==> config.mk <==
export PLATFORM = sky130hd
export DESIGN_NAME = dock_seek_state_machine
export DESIGN_NICKNAME = d
export VERILOG_FILES = /design/src/sv/dss_pkg.sv /design/src/sv/dock_seek_state_machine.sv /design/src/sv/dss_cfg_regs.sv /design/src/sv/dss_core.sv
export SDC_FILE = /design/constraint.sdc
export NUM_CORES = 1
export LEC_CHECK = 0
export ABC_AREA = 1
export BUFFER_PORTS_ARGS = -buffer_cell sky130_fd_sc_hd__buf_2
export CAP_MARGIN = 10
export CORE_MARGIN = 5
export CORE_UTILIZATION = 40
export DETAILED_ROUTE_END_ITERATION = 10
export PLACE_DENSITY = 0.58
export SETUP_SLACK_MARGIN = 0.2
export SYNTH_ARGS = -nofsm -noshare
export SYNTH_HDL_FRONTEND = slang
export SYNTH_SLANG_ARGS = --single-unit
==> constraint.sdc <==
create_clock -name clk -period 6.2 [get_ports clk]
set_input_delay 0.31 -clock clk [delete_from_list [all_inputs] [get_ports clk]]
set_output_delay 0.31 -clock clk [all_outputs]
set_load 0.005 [all_outputs]
==> src/sv/dss_pkg.sv <==
// Shared types and constants for the dock seek state machine.
// Holds the phase, beacon and wheel command codes, the register map and the word layouts.
// Depends on nothing; every other file imports it.
package dss_pkg;

  // Field widths fixed by the word formats.
  localparam int unsigned TIME_W  = 32;
  localparam int unsigned DIST_W  = 12;
  localparam int unsigned MS_W    = 16;
  localparam int unsigned BEACON_W = 2;
  localparam int unsigned CMD_W   = 3;
  localparam int unsigned CFG_ADDR_W = 3;
  localparam int unsigned IN_DATA_W  = 64;
  localparam int unsigned OUT_DATA_W = 8;

  // Beacon direction codes.
  typedef enum logic [BEACON_W-1:0] {
    BC_NONE   = 2'd0,
    BC_LEFT   = 2'd1,
    BC_RIGHT  = 2'd2,
    BC_CENTRE = 2'd3
  } beacon_t;

  // Wheel command codes.
  typedef enum logic [CMD_W-1:0] {
    CMD_HOLD  = 3'd0,
    CMD_STOP  = 3'd1,
    CMD_FWD   = 3'd2,
    CMD_LEFT  = 3'd3,
    CMD_RIGHT = 3'd4
  } wheel_cmd_t;

  // Seek phases, one-hot.
  typedef enum logic [6:0] {
    PH_DECIDE  = 7'b0000001,
    PH_SEARCH  = 7'b0000010,
    PH_ADVANCE = 7'b0000100,
    PH_LISTEN  = 7'b0001000,
    PH_PUSH    = 7'b0010000,
    PH_LEFT    = 7'b0100000,
    PH_RIGHT   = 7'b1000000
  } phase_t;

  // Register indexes on the configuration port.
  typedef enum logic [CFG_ADDR_W-1:0] {
    REG_STOP_DISTANCE = 3'd0,
    REG_FLIP_WINDOW   = 3'd1,
    REG_PUSH          = 3'd2,
    REG_SEARCH        = 3'd3,
    REG_ADVANCE       = 3'd4,
    REG_CORRECT       = 3'd5,
    REG_LISTEN        = 3'd6
  } reg_index_t;

  // Register values after reset.
  localparam logic [DIST_W-1:0] STOP_DISTANCE_RST = 12'd80;
  localparam logic [MS_W-1:0]   FLIP_WINDOW_RST   = 16'd500;
  localparam logic [MS_W-1:0]   PUSH_RST          = 16'd350;
  localparam logic [MS_W-1:0]   SEARCH_RST        = 16'd160;
  localparam logic [MS_W-1:0]   ADVANCE_RST       = 16'd650;
  localparam logic [MS_W-1:0]   CORRECT_RST       = 16'd80;
  localparam logic [MS_W-1:0]   LISTEN_RST        = 16'd220;

  typedef struct packed {
    logic [DIST_W-1:0] stop_distance;
    logic [MS_W-1:0]   flip_window_ms;
    logic [MS_W-1:0]   push_ms;
    logic [MS_W-1:0]   search_ms;
    logic [MS_W-1:0]   advance_ms;
    logic [MS_W-1:0]   correct_ms;
    logic [MS_W-1:0]   listen_ms;
  } cfg_t;

  typedef struct packed {
    logic [TIME_W-1:0] now_ms;
    logic [DIST_W-1:0] front_left;
    logic [DIST_W-1:0] front_right;
    beacon_t           beacon;
  } item_t;

  typedef struct packed {
    wheel_cmd_t wheel_cmd;
    logic       arrived;
    logic       clear_beacon;
  } result_t;

  typedef struct packed {
    phase_t            phase;
    logic [TIME_W-1:0] phase_start;
    beacon_t           last_direction;
    beacon_t           last_beacon;
    logic [TIME_W-1:0] last_beacon_time;
  } seek_state_t;

endpackage

==> src/sv/dock_seek_state_machine.sv <==
// Top level of the dock seek state machine: stream ports, input and result registers.
// Instantiates dss_cfg_regs and dss_core; uses dss_pkg.
//
//   channel | direction | handshake               | payload
//   --------+-----------+-------------------------+-----------------------------------------
//   in_     | slave     | in_tvalid / in_tready   | in_tdata: now_ms, front_left, front_right, beacon
//   out_    | master    | out_tvalid / out_tready | out_tdata: wheel_cmd, arrived, clear_beacon
//   cfg_    | slave     | cfg_valid / cfg_ready   | cfg_addr register index, cfg_data value
//
// Each word is captured in the input register and then in the result register, with the
// combinational decision logic between the two; one word per cycle is sustained while
// out_tready stays high. The seek state updates as a word leaves the input register. Reset
// is synchronous, active low, and empties both registers. A stall on out_tready backs up
// through the input register; cfg writes are always taken.
module dock_seek_state_machine
  import dss_pkg::*;
(
  input  logic                  clk,
  input  logic                  rst_n,
  // [31:0] now_ms, [43:32] front_left, [55:44] front_right, [57:56] beacon, [63:58] zero
  input  logic [IN_DATA_W-1:0]  in_tdata,
  input  logic                  in_tvalid,
  output logic                  in_tready,
  // [2:0] wheel_cmd, [3] arrived, [4] clear_beacon, [7:5] zero
  output logic [OUT_DATA_W-1:0] out_tdata,
  output logic                  out_tvalid,
  input  logic                  out_tready,
  input  logic                  cfg_valid,
  output logic                  cfg_ready,
  input  logic [CFG_ADDR_W-1:0] cfg_addr,
  input  logic [MS_W-1:0]       cfg_data
);

  logic    s1_v_r, s1_v_nxt;
  item_t   item_r;
  logic    out_v_r, out_v_nxt;
  result_t out_r;
  result_t step_res;
  cfg_t    cfg;
  logic    in_fire;
  logic    s1_adv;

  // Handshake: the input register moves on whenever the result register is free or draining.
  assign s1_adv    = s1_v_r && (!out_v_r || out_tready);
  assign in_tready = !s1_v_r || s1_adv;
  assign in_fire   = in_tvalid && in_tready;
  assign cfg_ready = 1'b1;

  always_comb begin
    s1_v_nxt  = in_fire ? 1'b1 : (s1_adv ? 1'b0 : s1_v_r);
    out_v_nxt = s1_adv ? 1'b1 : (out_tready ? 1'b0 : out_v_r);
  end

  // Valid flags.
  always_ff @(posedge clk) begin
    if (!rst_n) begin
      s1_v_r  <= 1'b0;
      out_v_r <= 1'b0;
    end else begin
      s1_v_r  <= s1_v_nxt;
      out_v_r <= out_v_nxt;
    end
  end

  // Payload registers.
  always_ff @(posedge clk) begin
    if (in_fire) begin
      item_r.now_ms      <= in_tdata[31:0];
      item_r.front_left  <= in_tdata[43:32];
      item_r.front_right <= in_tdata[55:44];
      item_r.beacon      <= beacon_t'(in_tdata[57:56]);
    end
    if (s1_adv) begin
      out_r <= step_res;
    end
  end

  dss_cfg_regs u_cfg (
    .clk     (clk),
    .rst_n   (rst_n),
    .wr_en   (cfg_valid && cfg_ready),
    .wr_addr (cfg_addr),
    .wr_data (cfg_data),
    .cfg     (cfg)
  );

  dss_core u_core (
    .clk     (clk),
    .rst_n   (rst_n),
    .step_en (s1_adv),
    .item    (item_r),
    .cfg     (cfg),
    .result  (step_res)
  );

  assign out_tvalid = out_v_r;
  assign out_tdata  = {3'b000, out_r.clear_beacon, out_r.arrived, out_r.wheel_cmd};

  // A word held in the input register survives a stalled output.
  a_s1_hold: assert property (@(posedge clk) disable iff (!rst_n)
    s1_v_r && !s1_adv |=> s1_v_r)
    else $error("input word dropped under stall");

  // Every word that leaves the input register shows up as a result.
  a_s1_to_out: assert property (@(posedge clk) disable iff (!rst_n)
    s1_adv |=> out_tvalid)
    else $error("processed word produced no result");

  // Reset empties both registers.
  a_reset_empty: assert property (@(posedge clk)
    !rst_n |=> !out_tvalid && !s1_v_r)
    else $error("registers not empty after reset");

endmodule

==> src/sv/dss_cfg_regs.sv <==
// Configuration register file for the dock seek state machine.
// Seven timing and distance registers written over the cfg port; uses dss_pkg.
module dss_cfg_regs
  import dss_pkg::*;
(
  input  logic                  clk,
  input  logic                  rst_n,
  input  logic                  wr_en,
  input  logic [CFG_ADDR_W-1:0] wr_addr,
  input  logic [MS_W-1:0]       wr_data,
  output cfg_t                  cfg
);

  cfg_t cfg_r;
  cfg_t cfg_nxt;

  // Decode the write; an index past the register list is dropped.
  always_comb begin
    cfg_nxt = cfg_r;
    if (wr_en) begin
      unique case (reg_index_t'(wr_addr))
        REG_STOP_DISTANCE: cfg_nxt.stop_distance  = wr_data[DIST_W-1:0];
        REG_FLIP_WINDOW:   cfg_nxt.flip_window_ms = wr_data;
        REG_PUSH:          cfg_nxt.push_ms        = wr_data;
        REG_SEARCH:        cfg_nxt.search_ms      = wr_data;
        REG_ADVANCE:       cfg_nxt.advance_ms     = wr_data;
        REG_CORRECT:       cfg_nxt.correct_ms     = wr_data;
        REG_LISTEN:        cfg_nxt.listen_ms      = wr_data;
        default:           cfg_nxt = cfg_r;
      endcase
    end
  end

  // Registers come out of reset at their documented defaults.
  always_ff @(posedge clk) begin
    if (!rst_n) begin
      cfg_r.stop_distance  <= STOP_DISTANCE_RST;
      cfg_r.flip_window_ms <= FLIP_WINDOW_RST;
      cfg_r.push_ms        <= PUSH_RST;
      cfg_r.search_ms      <= SEARCH_RST;
      cfg_r.advance_ms     <= ADVANCE_RST;
      cfg_r.correct_ms     <= CORRECT_RST;
      cfg_r.listen_ms      <= LISTEN_RST;
    end else begin
      cfg_r <= cfg_nxt;
    end
  end

  assign cfg = cfg_r;

endmodule

==> src/sv/dss_core.sv <==
// Seek state and per-tick decision logic of the dock seek state machine.
// Holds phase, timers and beacon history; computes one result per word. Uses dss_pkg.
module dss_core
  import dss_pkg::*;
(
  input  logic    clk,
  input  logic    rst_n,
  input  logic    step_en,
  input  item_t   item,
  input  cfg_t    cfg,
  output result_t result
);

  seek_state_t state_r;
  seek_state_t state_nxt;
  result_t     res;

  logic [TIME_W-1:0] elapsed;
  logic [TIME_W-1:0] beacon_gap;
  logic [MS_W-1:0]   limit;
  logic              timer_done;
  logic              flip;
  logic              likely;
  logic              seen;
  logic              near_base;
  logic [DIST_W-1:0] nearest;

  // Timer of the current phase: one subtract, limit picked by phase.
  always_comb begin
    elapsed = item.now_ms - state_r.phase_start;
    unique case (state_r.phase)
      PH_SEARCH:          limit = cfg.search_ms;
      PH_ADVANCE:         limit = cfg.advance_ms;
      PH_LISTEN:          limit = cfg.listen_ms;
      PH_PUSH:            limit = cfg.push_ms;
      PH_LEFT, PH_RIGHT:  limit = cfg.correct_ms;
      default:            limit = '0;
    endcase
    timer_done = elapsed > {{(TIME_W-MS_W){1'b0}}, limit};
  end

  // A left/right flip inside the window means the base is likely dead ahead.
  always_comb begin
    seen       = item.beacon != BC_NONE;
    beacon_gap = item.now_ms - state_r.last_beacon_time;
    flip       = (state_r.last_beacon == BC_LEFT && item.beacon == BC_RIGHT) ||
                 (state_r.last_beacon == BC_RIGHT && item.beacon == BC_LEFT);
    likely     = flip && (beacon_gap < {{(TIME_W-MS_W){1'b0}}, cfg.flip_window_ms});
    nearest    = (item.front_left < item.front_right) ? item.front_left : item.front_right;
    near_base  = seen && (nearest < cfg.stop_distance);
  end

  // Phase transitions and the wheel command for this tick.
  always_comb begin
    state_nxt = state_r;
    res.wheel_cmd    = CMD_HOLD;
    res.arrived      = 1'b0;
    res.clear_beacon = 1'b0;

    if (seen) begin
      state_nxt.last_beacon      = item.beacon;
      state_nxt.last_beacon_time = item.now_ms;
    end

    if (state_r.phase == PH_PUSH) begin
      res.wheel_cmd = CMD_FWD;
      if (timer_done) begin
        res.wheel_cmd            = CMD_STOP;
        res.arrived              = 1'b1;
        res.clear_beacon         = 1'b1;
        state_nxt.phase          = PH_DECIDE;
        state_nxt.last_direction = BC_NONE;
        state_nxt.last_beacon    = BC_NONE;
      end
    end else if (near_base) begin
      res.wheel_cmd         = CMD_STOP;
      state_nxt.phase       = PH_PUSH;
      state_nxt.phase_start = item.now_ms;
    end else begin
      if (seen) begin
        state_nxt.last_direction = item.beacon;
      end
      unique case (state_r.phase)
        PH_DECIDE: begin
          state_nxt.phase_start = item.now_ms;
          priority if (item.beacon == BC_CENTRE || likely) begin
            res.clear_beacon = 1'b1;
            state_nxt.phase  = PH_ADVANCE;
          end else if (item.beacon == BC_LEFT) begin
            res.clear_beacon = 1'b1;
            state_nxt.phase  = PH_LEFT;
          end else if (item.beacon == BC_RIGHT) begin
            res.clear_beacon = 1'b1;
            state_nxt.phase  = PH_RIGHT;
          end else if (state_r.last_direction == BC_LEFT) begin
            state_nxt.phase  = PH_LEFT;
          end else if (state_r.last_direction == BC_RIGHT) begin
            state_nxt.phase  = PH_RIGHT;
          end else begin
            state_nxt.phase  = PH_SEARCH;
          end
        end
        PH_SEARCH: begin
          res.wheel_cmd = CMD_RIGHT;
          if (seen || timer_done) begin
            res.wheel_cmd         = CMD_STOP;
            state_nxt.phase       = PH_LISTEN;
            state_nxt.phase_start = item.now_ms;
          end
        end
        PH_ADVANCE: begin
          res.wheel_cmd = CMD_FWD;
          if (timer_done) begin
            res.wheel_cmd         = CMD_STOP;
            state_nxt.phase       = PH_LISTEN;
            state_nxt.phase_start = item.now_ms;
          end
        end
        PH_LEFT, PH_RIGHT: begin
          res.wheel_cmd = (state_r.phase == PH_LEFT) ? CMD_LEFT : CMD_RIGHT;
          if (timer_done || item.beacon == BC_CENTRE) begin
            res.wheel_cmd         = CMD_STOP;
            state_nxt.phase       = PH_LISTEN;
            state_nxt.phase_start = item.now_ms;
          end
        end
        PH_LISTEN: begin
          res.wheel_cmd = CMD_STOP;
          if (timer_done) begin
            state_nxt.phase = PH_DECIDE;
          end
        end
        default: begin
          state_nxt.phase = state_r.phase;
        end
      endcase
    end
  end

  // State advances once per processed word.
  always_ff @(posedge clk) begin
    if (!rst_n) begin
      state_r.phase            <= PH_DECIDE;
      state_r.phase_start      <= '0;
      state_r.last_direction   <= BC_NONE;
      state_r.last_beacon      <= BC_NONE;
      state_r.last_beacon_time <= '0;
    end else if (step_en) begin
      state_r <= state_nxt;
    end
  end

  assign result = res;

  // An arrival always ends the push and returns to the decide phase.
  a_arrive_to_decide: assert property (@(posedge clk) disable iff (!rst_n)
    step_en && res.arrived |=> state_r.phase == PH_DECIDE && state_r.last_beacon == BC_NONE)
    else $error("arrival did not return to decide");

  // Arrival and the stop command go together with a detector clear.
  a_arrive_stops: assert property (@(posedge clk) disable iff (!rst_n)
    res.arrived |-> res.wheel_cmd == CMD_STOP && res.clear_beacon)
    else $error("arrival without stop and clear");

  // Entering the push restarts its timer at the tick time.
  a_push_entry: assert property (@(posedge clk) disable iff (!rst_n)
    step_en && state_r.phase != PH_PUSH && near_base
    |=> state_r.phase == PH_PUSH && state_r.phase_start == $past(item.now_ms))
    else $error("push entry lost its start time");

endmodule
# == Word-level counts from Yosys, hierarchy flattened ==
# Cells that the tools add are included.
# op_classes
n_reduce_logical,33
eq_ne,28
muxes,39
addsub,2
n_lt_le_gt_ge,4
bitwise_logic,1
# ops
operator,n
2-to-1 mux 39 bit,4
one-hot mux 32 bit (4 select lines),1
one-hot mux 16 bit (5 select lines),1
subtractor 32 bit,2
2-to-1 mux 7 bit,7
one-hot mux 7 bit (5 select lines),1
2-to-1 mux 34 bit,1
> comparator 32 x 16 -> 1 bit,1
less-than comparator 32 x 16 -> 1 bit,1
less-than comparator 12 bit,2
AND reduction 2 bit,8
2-to-1 mux 3 bit,5
2-to-1 mux 12 bit,1
"!= test 4 x 1 -> 1 bit, second input constant",3
one-hot mux 3 bit (4 select lines),1
2-to-1 mux 1 bit,10
2-to-1 mux 2 bit,5
"== test 3 bit, second input constant",3
"!= test 3 x 1 -> 1 bit, second input constant",3
"== test 2 bit, second input constant",4
2-to-1 mux 4 bit,2
nonzero test 2 bit,4
"== test 7 x 1 -> 1 bit, second input constant",1
"== test 7 x 2 -> 1 bit, second input constant",1
21 further kinds,35
# word_totals
wordCells,128
output_inout_bits,11
regBits,248
input_bits,88

# == Longest topological paths before layout ==
# Gate-level depths: netlist of the first run.
# logic_depth
depth_word,9
depth_mapped,30
depth_no_buf,28

# == Modules after synthesis ==
# From an unflattened synthesis of the first run, not the netlist that was laid out.
# unflattened
cells_unflattened,2495
hier_area_um2,16328.2
# modules_own_cells
module,seq_area_each_um2,area_each_um2,cells_each,n_inst
dss_core,1501.4,10088.4,1819,1
dss_cfg_regs,2162.1,4215.3,594,1
dock_seek_state_machine,1931.9,2024.4,82,1

# == Least setup slack after synthesis of the first run ==
# No wires, ideal clock.
# synth_timing
kind,reg2reg
start,register u_core.state_r[74] in the netlist's numbering
end,register u_core.state_r[48] in the netlist's numbering
n_path_buf,3
t_required_ns,6.068
period_less_slack_ns,3.543
setup_ns,0.132
path_stages_with_launch,27
setup_slack_ns,2.657
arrival_ns,3.410
cell_sequence,dfxtp_1 > nor2_1 > inv_1 > nor2_1 > inv_1 > nor4_1 > clkbuf_1 > clkbuf_1 > a221oi_1 > ha_1 > nand2_1 > inv_1 > o21ai_0 > a21oi_1 > nor2_1 > nand2_1 > nand2_1 > nand2_1 > nor2_1 > nand2_2 > nor2_4 > nand3_2 > nand2_2 > nand2_4 > buf_1 > nand3_1 > a21oi_1
# synth_via
elab_chain_cells,7
word_cells_on_any_way,20
classes_between,order compare: 1; eq/ne: 10; mux: 3; bitwise: 1; reduce/logical: 5
# synth_rtl
element,line,text
start: declaration,dss_core.sv:14,seek_state_t state_r;
start signal: assignment,dss_core.sv:149,state_r <= state_nxt;
== test 7 bit / == test 7 x 6 -> 1 bit (equally long branches),"dss_core.sv:31, dss_core.sv:83",
OR reduction 2 bit,"dss_core.sv:31, dss_core.sv:83",
one-hot mux 16 bit (5 select lines),dss_core.sv:31,unique case (state_r.phase)
> comparator 32 x 16 -> 1 bit,dss_core.sv:39,"timer_done = elapsed > {{(TIME_W-MS_W){1'b0}}, limit};"
"logical OR 1 bit, on equally long branches","dss_core.sv:121, dss_core.sv:105",
!= test 3 x 1 -> 1 bit (no source line),-,
AND reduction 6 bit (no source line),-,
# Parallel ways exist; a longest one is shown, timed or not.
# A chain may end at the register's enable or synchronous reset.

# == Final worst setup path of the first run ==
# layout_timing
start,register u_core.state_r[68] in the netlist's numbering
end,register u_core.state_r[62] in the netlist's numbering
# Same word-level chain as after synthesis.

==> results of run 1 <==
## synth_stat cells (all sizes together) (16+ instances only)
| master | count |
|---|---|
| a21oi | 188 |
| clkbuf | 45 |
| dfxtp | 185 |
| edfxtp | 63 |
| ha | 121 |
| inv | 380 |
| nand2 | 646 |
| nand3 | 141 |
| nand4 | 19 |
| nor2 | 280 |
| nor3 | 17 |
| o211ai | 16 |
| o21ai | 135 |
| xor2 | 29 |
## cell usage in the layout, fill, tap and decap left out, types with 3 or more instances in the layout
cell / synthesis / final
nand3_1: 137 / 137
nand3b_1: 7 / 7
nand4_1: 18 / 18
inv_2: 8 / 9
clkbuf_16: 0 / 30
and2_1: 5 / 5
ha_1: 121 / 121
nor3_1: 16 / 16
a21o_1: 3 / 3
conb_1: 2 / 4
o21ai_0: 135 / 135
o21a_1: 3 / 3
o21bai_1: 6 / 6
a21oi_1: 187 / 187
clkinv_1: 4 / 4
o211ai_1: 16 / 16
inv_1: 372 / 371
buf_4: 4 / 13
clkbuf_1: 45 / 9
nor2_1: 276 / 276
buf_2: 4 / 87
dlygate4sd3_1: 0 / 58
inv_4: 0 / 3
nand3_2: 4 / 4
xor2_1: 29 / 29
nand2_1: 637 / 637
nand2_2: 7 / 7
edfxtp_1: 63 / 63
a221oi_1: 15 / 15
clkbuf_8: 0 / 6
dfxtp_1: 185 / 185
## kinds of logic (layout without fill, tap and decap cells)
logic type      count (synthesis)  in the layout  synth area share, %
other cells                     2              4               0.0475
simple gates                 1123           1123                 29.2
buf+inv                       444            596                 10.8
compound gates                378            378                 13.1
flops                         248            248                 35.4
xor+xnor                       31             31                 1.72
fa+ha+maj                     123            123                 9.82
## flip-flops by register name, summed over array words and instances, names as in the netlist
register	flops
u_cfg.cfg	108
u_core.state_r	75
item_r	58
out_tdata	5
out_tvalid	1
s1_v_r	1
## where the power goes
group | switching (uW) | total (uW) | leakage, uW | internal, uW
registers | 51.4 | 1800 | 0.00212 | 1750
clock network | 732 | 1700 | 0.000469 | 970
logic | 701 | 1080 | 0.00616 | 382
## metrics by stage
step	cell area, sq um	instances	util [%]	worst slack, ps	total power [uW]
after floorplan	15800	2351	-	2660	2580
after global placement	16800	2909	43.0	1510	2850
after detailed placement	16800	2909	43.0	1440	2870
after CTS	18300	3021	47.0	1410	4620
after global routing	18300	3021	47.0	871	4850
final	18300	3021	47.0	1380	4580
## how the worst max path moves through the flow
stage | from | endpoint | slack (ps) | cells after the start
after floorplan | u_core.state_r[74]$_SDFFE_PN0P_ | u_core.state_r[48]$_SDFFE_PN0P_ | 2660 | 26
after global placement | u_core.state_r[68]$_SDFFE_PN1P_ | u_core.state_r[66]$_SDFFE_PN0P_ | 1510 | 28
after detailed placement | u_core.state_r[68]$_SDFFE_PN1P_ | u_core.state_r[64]$_SDFFE_PN0P_ | 1440 | 25
after CTS | u_core.state_r[68]$_SDFFE_PN1P_ | u_core.state_r[62]$_SDFFE_PN0P_ | 1410 | 25
after global routing | u_core.state_r[68]$_SDFFE_PN1P_ | u_core.state_r[62]$_SDFFE_PN0P_ | 870 | 26
final | u_core.state_r[68]$_SDFFE_PN1P_ | u_core.state_r[62]$_SDFFE_PN0P_ | 1380 | 25
## what timing repair did
action | 4_1_cts | 5_1_grt
setup buffers | 0 | 0
hold buffers | 58 | 0
hold endpoints to repair | 58 | 0
## tightest hold or removal path: cells and delay by family
family | cells | cell delay [ps]
AND/OR/NAND/NOR | 1 | 90
buffers and inverters | 1 | 100
AO/OA/AOI/OAI | 1 | 70
## cell type report
cell class                 instances  area (sq um)
fill                            4006         20600
multi-input combinational       1659          8530
sequential                       248          5600
inverter                         384          1440
timing repair buffer             158          1110
clock buffer                      45           867
tap                              518           648
clock inverter                     9          85.1
## metal layers
| metal | track usage [%] | wire [um] | vias to the layer above |
|---|---|---|---|
| li1 | - | - | 7778 |
| met1 | 27.5 | 21400 | 6731 |
| met2 | 33.9 | 20600 | 369 |
| met3 | 2.74 | 2440 | 83 |
| met4 | 7.40 | 1840 | 0 |
| met5 | 0 | 0 | - |
==> qor.csv, run 1 <==
metric;value;unit
status;finished clean;
tritoncts;yes;
max_stage_delay;770;ps
required;6700;ps
synth_ff_type;dfxtp_1;
tightest_slew;944;ps
firstDrtPassIters;5;
dieArea;43600;sq um
finClkSkew;39.7;ps
clock_latency;600;ps
std_cell_rows;72;
period_share;77.8;%
fmax;0.207;GHz
cts_max_path_buffers;3;
hold_start;in_tvalid;
end_kind;register;
reg2reg_slack;1380;ps
pin_count;99;
core;38900;sq um
port_buffers;88;
syn-cell-area;15800;sq um
vias_per_cell;4.95;
slowest_stage;inv_1;
setup_violations;0;
grt_max_degree;84;
drc;0;
clkTransAtPathRegs;60;ps
clock-root-buffer;clkbuf_16;
final_nets;2692;
syn_inst;2349;
r2r_start;u_core.state_r[68]$_SDFFE_PN1P_;
ant_nets;0;
hp-class;in -> reg;
grtUsageTotal;20.5;%
antenna_found_initial;0;
ys_warn_count;0;
drt-wirelength-per-cell;15.3;um
hpwl;34600;um
maxSlewViolCount;0;
path_class;reg -> reg;
synth_area_leaders;dfxtp_1 (23%), nand2_1 (15%), edfxtp_1 (12%);
cts_sinks;248;
synth_top_cell_area_share;23.4;%
wirelength;46300;um
ctsResizeCount;0;
power_density;251;nW/um^2
diodes;0;
startpoint_type;register;
fp.dieH;209;um
holdPathStages;3;
holdWs;37.0;ps
rsz0062_at_grt;false;
crit_fanout;33;
cts_inserted_buffers;30;
synth_cell_type_count;51;
hold_viol;0;
p_leak;0.00875;uW
dr_total_vias;15000;
ys_ff_latch;248;
min_to;s1_v_r$_SDFFE_PN0P_;
timing.rr.end;u_core.state_r[62]$_SDFFE_PN0P_;
crit_arrival;5330;ps
start_util;40.7;%
async_flop_share;0;%
synth_largest_area_cell;dfxtp_1;
grt_pass1_vias;14200;
worst-path-buf-inv;3;
drt-initial-drc-count;985;
syn_to_final_growth;15.5;%
crit_family;simple AND/OR/NAND/NOR gates;
grt_pass1_wl;73600;um
slew_headroom;37.0;%
r2r_cells;25;
syn_area_per_cell;6.74;sq um
place.gp.congestion;0.942;
yosysSeqAreaShare;35.4;%
drv_cap;0;
cts_max_level;1;
gr-total-overflow;0;
fin_crit;4820;ps
synth_edf_count;63;
tns;0;ps
drive_gt1_share;7.03;%
ir_drop;0.218;mV
die_x;209;um
Power figures use the tool's default switching activity.
==> inputs of run 2 (changes only) <==
- clock period: 6.2 -> 4.45 ns (I/O delays scaled with it)
==> qor.csv, run 2 (synthesis results as in run 1) <==
metric;value;unit
status;finished clean;
wirelength;47800;um
hold_start;cfg_data[6];
ir_drop;0.318;mV
start_util;40.7;%
pin_count;99;
final_cell_mix;nand2_1 (633), inv_1 (368), nor2_1 (273), a21oi_1 (183), dfxtp_1 (183);
cts_inserted_buffers;30;
cts_max_level;1;
place.gp.congestion;0.939;
crit_path_start;item_r[27]$_DFFE_PP_;
crit_chain;buf_4, fa_2, nand2_1, nand3_2, nand2_1, nand2_2, xor2_2, ha_1, nand2_1, inv_1, nand3_1, nor2_2, nand3_1, nand2_1, nand2_1, nor2_1, nand2_2, nor2_4, nand3_2, nand2_2, nand2_8, clkbuf_16, nand3_1, a21oi_1;
clock_latency;600;ps
path_class;reg -> reg;
r2r_start;item_r[27]$_DFFE_PP_;
crit_arrival;4410;ps
tns;0;ps
std_cell_rows;72;
drt-wirelength-per-cell;15.5;um
hp-class;in -> reg;
crit_fanout;8;
tightest_slew;889;ps
p_leak;0.00916;uW
max_stage_delay;510;ps
die_x;209;um
grt_pass1_wl;74800;um
end_kind;register;
antenna_found_initial;0;
hpwl;34000;um
drv_cap;0;
fmax;0.252;GHz
timing.rr.end;u_core.state_r[44]$_SDFFE_PN0P_;
required;4890;ps
worst-path-buf-inv;3;
drive_gt1_share;10.7;%
holdPathStages;3;
final_nets;2751;
rsz0062_at_grt;true;
setup_violations;0;
largest_reg_flops;108;
grtUsageTotal;20.6;%
hold_viol;0;
firstDrtPassIters;8;
startpoint_type;register;
cts_max_path_buffers;3;
drt-initial-drc-count;1211;
grt_max_degree;78;
clkTransAtPathRegs;60;ps
syn_to_final_growth;22.3;%
cts_sinks;248;
core;38900;sq um
crit_family;simple AND/OR/NAND/NOR gates;
dieArea;43600;sq um
ant_nets;0;
layout_commonest_cell;nand2_1;
cp_num_cells;24;
slew_headroom;40.5;%
port_buffers;88;
fp.dieH;209;um
dr_total_vias;15400;
tritoncts;yes;
grt_pass1_vias;14500;
period_share;89.2;%
drc;0;
power_density;347;nW/um^2
r2r_cells;24;
vias_per_cell;5.01;
maxSlewViolCount;0;
clock-root-buffer;clkbuf_16;
reg2reg_slack;480;ps
p_total;6710;uW
crit_path_end;u_core.state_r[44]$_SDFFE_PN0P_;
slowest_stage;edfxtp_1;
finClkSkew;30.6;ps
diodes;0;
crit_top_cell;nand2_1;
fin_crit;3970;ps
gr-total-overflow;0;
run 2: worst register-to-register path, stage by stage (launching register included):
cell	delay, ps
edfxtp_1	510
buf_4	210
fa_2	410
nand2_1	100
nand3_2	100
nand2_1	110
nand2_2	120
xor2_2	180
ha_1	280
nand2_1	60
inv_1	50
nand3_1	90
nor2_2	140
nand3_1	100
nand2_1	110
nand2_1	80
nor2_1	130
nand2_2	80
nor2_4	180
nand3_2	120
nand2_2	140
nand2_8	130
clkbuf_16	220
nand3_1	90
a21oi_1	70
run 2: layout make-up:
| type | count | area, sq um |
|---|---|---|
| clock buffers | 41 | 863 |
| well taps | 518 | 648 |
| repair inverters | 1 | 5.00 |
| repair buffers | 214 | 1670 |
| flip-flops and latches | 248 | 5600 |
| clock inverters | 15 | 201 |
| inverters | 384 | 1450 |
| multi-input cells | 1661 | 8930 |
| fillers | 3902 | 19600 |
run 2: routing by layer:
metal	vias up	part of all wire [%]	track usage [%]
met4	0	3.1	5.96
met3	76	5.2	2.65
met1	7062	46	28.1
met5	-	0	0
met2	389	45	34.3
li1	7902	-	-
run 2: what timing repair did:
item                                    4_1_cts  5_1_grt
gates resized for setup                       0       75
hold buffers                                 75        0
hold endpoints to repair                    125        0
endpoints found under the setup margin        0       46
buffers inserted                              0       24
run 2: how the worst min path moves through the flow:
stage / to / slack (ps)
6_report: u_cfg.cfg[6]$_SDFFE_PN1P_ / 40
5_1_grt: u_cfg.cfg[70]$_SDFFE_PN1P_ / 10
4_1_cts: u_cfg.cfg[6]$_SDFFE_PN1P_ / 6
3_5_place_dp: item_r[11]$_DFFE_PP_ / 400
3_3_place_gp: item_r[10]$_DFFE_PP_ / 400
2_1_floorplan: item_r[0]$_DFFE_PP_ / 320
run 2: per-stage QoR:
stage / utilization (%) / cells / area [sq um] / setup slack [ps] / hold WS, ps
3_3_place_gp: 43.3 / 2920 / 16800 / 315 / 399
6_report: 49.7 / 3082 / 19400 / 480 / 44.1
4_1_cts: 48.0 / 3051 / 18700 / 267 / 6.07
3_5_place_dp: 43.3 / 2920 / 16800 / 288 / 401
2_1_floorplan: - / 2351 / 15800 / 907 / 321
5_1_grt: 49.7 / 3082 / 19400 / 177 / 10.9
run 2: where the power goes:
part / internal, uW / total (uW) / switching [uW]
Sequential: 2430 / 2510 / 74.4
Combinational: 603 / 1620 / 1020
Clock: 1540 / 2580 / 1040
Total: 4580 / 6710 / 2130
